<file path="src/rtl/core/rspd_pkg.sv">
// shared types and constants for the ramped setpoint pi position drive
`timescale 1ns / 1ps
package rspd_pkg;

   typedef enum logic [1:0] {
      OP_TICK = 2'd0,
      OP_MODE = 2'd1,
      OP_GAIN = 2'd2,
      OP_NONE = 2'd3
   } opcode_type;

   localparam int ANGLE_W = 16;
   localparam int ERR_W   = 17;
   localparam int SUM_W   = 40;
   localparam int LO_W    = 20;
   localparam int TOTAL_W = 58;
   localparam int FRAC_W  = 24;

   localparam logic [15:0] KP_RESET = 16'd474;
   localparam logic signed [TOTAL_W-1:0] DRIVE_LIMIT = 58'sd1677721600;
   localparam logic signed [7:0] DRIVE_MAX = 8'sd100;
   localparam logic signed [7:0] DRIVE_MIN = -8'sd100;

   typedef struct packed {
      opcode_type                 opcode;
      logic signed [ANGLE_W-1:0]  measured;
      logic                       direction;
      logic signed [ANGLE_W-1:0]  target;
      logic [15:0]                hold;
      logic [7:0]                 step;
      logic [15:0]                kp;
   } request_type;

   typedef struct packed {
      logic                       dir;
      logic signed [ANGLE_W-1:0]  setpoint;
      logic signed [ANGLE_W-1:0]  target;
      logic [15:0]                hold;
      logic [7:0]                 step;
      logic [15:0]                count;
      logic signed [ERR_W-1:0]    err;
      logic signed [SUM_W-1:0]    sum;
      logic [15:0]                kp;
   } ramp_state_type;

   // ramp downward, default gain, everything else cleared
   localparam ramp_state_type STATE_RESET = '{dir: 1'b1, kp: KP_RESET, default: '0};

endpackage

</file>
<file path="src/rtl/core/rspd_ramp.sv">
// next controller state for one beat: setpoint ramp, error and saturating integral
`timescale 1ns / 1ps
module rspd_ramp (
   input  rspd_pkg::request_type    req,
   input  rspd_pkg::ramp_state_type cur,
   output rspd_pkg::ramp_state_type nxt
);
   import rspd_pkg::*;

   logic [15:0]               count_inc;
   logic                      active;
   logic                      step_due;
   logic signed [17:0]        sp_step;
   logic signed [ANGLE_W-1:0] sp_sat;
   logic signed [ERR_W-1:0]   err_new;
   logic signed [SUM_W:0]     sum_ext;
   logic signed [SUM_W-1:0]   sum_sat;

   always_comb begin
      count_inc = (cur.count == 16'hFFFF) ? cur.count : cur.count + 16'd1;
      active    = cur.dir ? (cur.setpoint >= cur.target) : (cur.setpoint <= cur.target);
      step_due  = count_inc >= cur.hold;
      err_new   = active ? (ERR_W'(cur.setpoint) - ERR_W'(req.measured)) : cur.err;

      if (cur.dir) begin
         sp_step = 18'(cur.setpoint) - $signed({10'd0, cur.step});
      end else begin
         sp_step = 18'(cur.setpoint) + $signed({10'd0, cur.step});
      end
      if (sp_step > 18'sd32767) begin
         sp_sat = 16'sh7FFF;
      end else if (sp_step < -18'sd32768) begin
         sp_sat = 16'sh8000;
      end else begin
         sp_sat = $signed(sp_step[ANGLE_W-1:0]);
      end

      // integral saturates at the 40 bit signed limits
      sum_ext = (SUM_W+1)'(cur.sum) + (SUM_W+1)'(err_new);
      if (sum_ext[SUM_W] != sum_ext[SUM_W-1]) begin
         sum_sat = sum_ext[SUM_W] ? {1'b1, {(SUM_W-1){1'b0}}} : {1'b0, {(SUM_W-1){1'b1}}};
      end else begin
         sum_sat = $signed(sum_ext[SUM_W-1:0]);
      end
   end

   always_comb begin
      nxt = cur;
      unique case (req.opcode)
         OP_TICK: begin
            nxt.count = (active && step_due) ? 16'd0 : count_inc;
            if (active) begin
               nxt.setpoint = step_due ? sp_sat : cur.setpoint;
            end else begin
               nxt.setpoint = cur.target;
            end
            nxt.err = err_new;
            nxt.sum = sum_sat;
         end
         OP_MODE: begin
            // a change of direction restarts the ramp from where the motor is
            if (req.direction != cur.dir) begin
               nxt.setpoint = req.measured;
            end
            nxt.dir    = req.direction;
            nxt.target = req.target;
            nxt.hold   = req.hold;
            nxt.step   = req.step;
         end
         OP_GAIN: begin
            nxt.kp = req.kp;
         end
         default: begin
            nxt = cur;
         end
      endcase
   end

endmodule

</file>
<file path="config.mk">
export PLATFORM = sky130hd
export DESIGN_NAME = rspd_ramp
export DESIGN_NICKNAME = d
export VERILOG_FILES = /design/src/rtl/core/rspd_pkg.sv /design/src/rtl/core/rspd_ramp.sv
export SDC_FILE = /design/constraint.sdc
export NUM_CORES = 1
export LEC_CHECK = 0
export BUFFER_PORTS_ARGS = -buffer_cell sky130_fd_sc_hd__buf_4
export CAP_MARGIN = 10
export CORE_AREA = 2 2 143 145
export DETAILED_ROUTE_END_ITERATION = 8
export DIE_AREA = 0 0 145 147
export PLACE_DENSITY_LB_ADDON = 0.12
export RECOVER_POWER = 100
export SKIP_LAST_GASP = 1
export SYNTH_ARGS = -nofsm -noshare
export SYNTH_HDL_FRONTEND = slang
export SYNTH_SLANG_ARGS = --single-unit
</file>
<file path="constraint.sdc">
create_clock -name vclk -period 7.91
set_input_delay 0.3955 -clock vclk [all_inputs]
set_output_delay 0.3955 -clock vclk [all_outputs]
set_load 0.1 [all_outputs]
</file>
==> summary.txt <==
Run status
  • Failing checks: capacitance limit, slew limit
  • Status: finished, violations left

Die
  • Die area: 0.0213 mm²
  • Initial Utilization: 0.390
  • Die Y: 147 µm
  • # IOs: 367
  • Core area: 0.0198 mm²
  • Chip Width: 145 µm
  • Row cnt: 52

Power
  • Clock share of power: 0
  • Sw power: 1470 µW
  • P_leak: 0.00496 µW
  • Sequential power share: 0
  • Internal: 578 µW
  • Sw Ratio: 0.717
  • Cell Pwr Density: 196 mW/mm²
  • Logic pwr share: 1.000
  • VDD IR max: 0.254 mV

Synth
  • Leading area contributor after synthesis: ha_1
  • Yosys warnings: 0
  • Synth top area share: 0.178
  • Mapped Nets: 1,460
  • Synth cell types: 83
  • Top cells by area, synth: ha_1, mux2_2, nand2_1
  • Synth Cell Area: 0.00773 mm²
  • Sequential element share of the synthesized area: 0
  • Mapped Cells: 1,126
  • Average size of a mapped cell: 6.86 µm²

Clock tree
  • CTS Hold Bufs: 0

Flow run
  • Max_cap viols: 1

Drt
  • Post-route DRC violation count: 0
  • Drt pass-1 iters: 5
  • Drt wl/cell: 18.2 µm
  • Drt total wl: 31,500 µm
  • Vias: 9,798
  • Final ANT Viol Nets: 0
  • Initial DRC Count: 700
  • Vias/cell: 5.68

Global route
  • Grt ovf: 0
  • Global-route wire length before repair: 49,100 µm
  • Vias in the first global route: 9,235
  • Total GRT Usage: 0.274
  • Initial antenna violation count: 0
  • Largest net degree at the start of global routing: 75

Timing
  • Setup violators final: 0
  • Final period demand of the worst path: 7460 ps
  • Final Slew Violations: 75
  • Final Cycle Share: 0.943
  • Final Hold Viols: 0
  • Peak Freq: 0.134 GHz
  • Slew @ Worst Pin: 2640 ps
  • Rel. slew slack: -0.758
  • RSZ-0062 raised after global routing: false
  • Setup TNS: 0 ps

Setup path
  • Critical path fanouts, max: 32
  • Critical path buffer and inverter count: 4
  • Critical path required time: 7510 ps
  • CP Capture Type: primary output
  • Startpoint class of the critical path: primary input
  • Crit path depth: 25
  • Worst path slowest cell: mux2_1
  • WS Path Type: primary input to primary output
  • Crit path top cell by count: ha_1
  • Largest delay contributor family on the critical path: compound AO/OA/AOI/OAI gates
  • WP data arrival: 7060 ps
  • Crit path largest cell delay: 810 ps

Placement
  • Placer congestion estimate: 0.958
  • Placed Cells incl. Taps: 1,726
  • Buffers added on ports: 367
  • DP HPWL: 26,300 µm

Min path
  • Hold WC Path Type: primary input to primary output
  • Hold Path Depth: 4

Finish
  • ANT cells: 0
  • Seq_cells: 0
  • Share of post-route cells with drive strength above 1: 0.253
  • Area Overhead vs Synth: 34.9%
  • Layout Cells excl Fill: 1,726
  • Clkbuf count: 0
  • Register area: 0 µm²
  • Nets: 1,792
power by group through the flow:
stage	combinational [µW]	clock [µW]	sequential (µW)
2_1_floorplan	1590	0	0
3_3_place_gp	2070	0	0
3_5_place_dp	2080	0	0
4_1_cts	2080	0	0
5_1_grt	2170	0	0
6_report	2040	0	0
Yosys cell counts, types with 7 or more instances:
| cell | n |
|---|---|
| nand2_1 | 141 |
| ha_1 | 110 |
| inv_1 | 87 |
| o21ai_0 | 85 |
| a21oi_1 | 81 |
| nor2_1 | 73 |
| xnor2_1 | 54 |
| mux2_2 | 49 |
| a21o_1 | 32 |
| clkbuf_1 | 32 |
| o21a_1 | 26 |
| xor2_1 | 25 |
| a22o_1 | 24 |
| nand3_1 | 22 |
| nor3_1 | 19 |
| o211ai_1 | 16 |
| o31ai_1 | 15 |
| nand4_1 | 14 |
| a211oi_1 | 13 |
| buf_2 | 12 |
| o21bai_1 | 11 |
| and3_1 | 10 |
| mux2i_1 | 10 |
| nor2b_1 | 10 |
| o221ai_1 | 10 |
| a22oi_1 | 9 |
| nand2b_1 | 9 |
| a221o_1 | 8 |
| a31oi_1 | 7 |
| o21ai_1 | 7 |
layout by cell type (no fill, tap or decap), drive strengths merged, types with 4 or more instances in the layout:
master / count
a2111oi: 5
a211oi: 16
a21o: 33
a21oi: 86
a221o: 8
a222oi: 4
a22o: 24
a22oi: 9
a31oi: 8
and2: 5
and3: 11
buf: 264
clkbuf: 118
ha: 110
inv: 87
mux2: 49
mux2i: 10
nand2: 142
nand2b: 9
nand3: 22
nand4: 14
nor2: 75
nor2b: 10
nor3: 20
nor4: 4
o211ai: 19
o21a: 26
o21ai: 93
o21bai: 11
o221ai: 10
o22a: 6
o31a: 5
o31ai: 18
or2: 5
or3: 5
xnor2: 54
xor2: 25
path summary, 6_finish.rpt:
kind | from | to | slack (ps)
setup / recovery | cur[116] | nxt[40] | 450
hold / removal | cur[62] | nxt[62] | 1220
area by class of cell:
class | count | area (µm²)
fill | 2076 | 9410
multi-input combinational | 987 | 7250
timing repair buffer | 382 | 2510
tap | 270 | 338
inverter | 87 | 327
worst min-delay path, stage by stage:
cell,delay (ps)
buf_4,110
nand2_1,50
nand2_1,50
buf_4,220
logic make-up (layout without fill, tap and decap cells):
logic type                 after synthesis  in the layout  share of synthesized area
AOI/OAI and AO/OA                      405            405                      0.369
buffers and inverters                  139            469                     0.0733
xor gates and xnor gates                79             79                     0.0895
muxes                                   59             59                     0.0843
and+or+nand+nor                        331            331                      0.198
adders and majority gates              113            113                      0.186
metrics by stage:
stage / setup WS (ps) / power, µW / instance area (µm²) / hold slack (ps) / util
global route: 39.2 / 2170 / 10400 / 1240 / 0.526
detailed placement: 411 / 2080 / 10800 / 1220 / 0.544
finish: 453 / 2040 / 10400 / 1220 / 0.526
floorplan: -115 / 1590 / 7800 / 1110 / -
CTS: 392 / 2080 / 10800 / 1230 / 0.544
global placement: 573 / 2070 / 10800 / 1220 / 0.544
per-layer routing:
metal | vias up | global-route usage | routed length, µm
li1 | 4815 | - | -
met1 | 4498 | 0.373 | 13900
met2 | 447 | 0.478 | 14900
met3 | 38 | 0.0329 | 2240
met4 | 0 | 0.0356 | 457
met5 | - | 0 | 0
timing repair:
action	in CTS	in global routing
endpoints found under the hold margin	0	0
endpoints found under the setup margin	0	26
gates resized for setup	0	2
setup buffers	0	0
(Power assumes the default switching activity.)
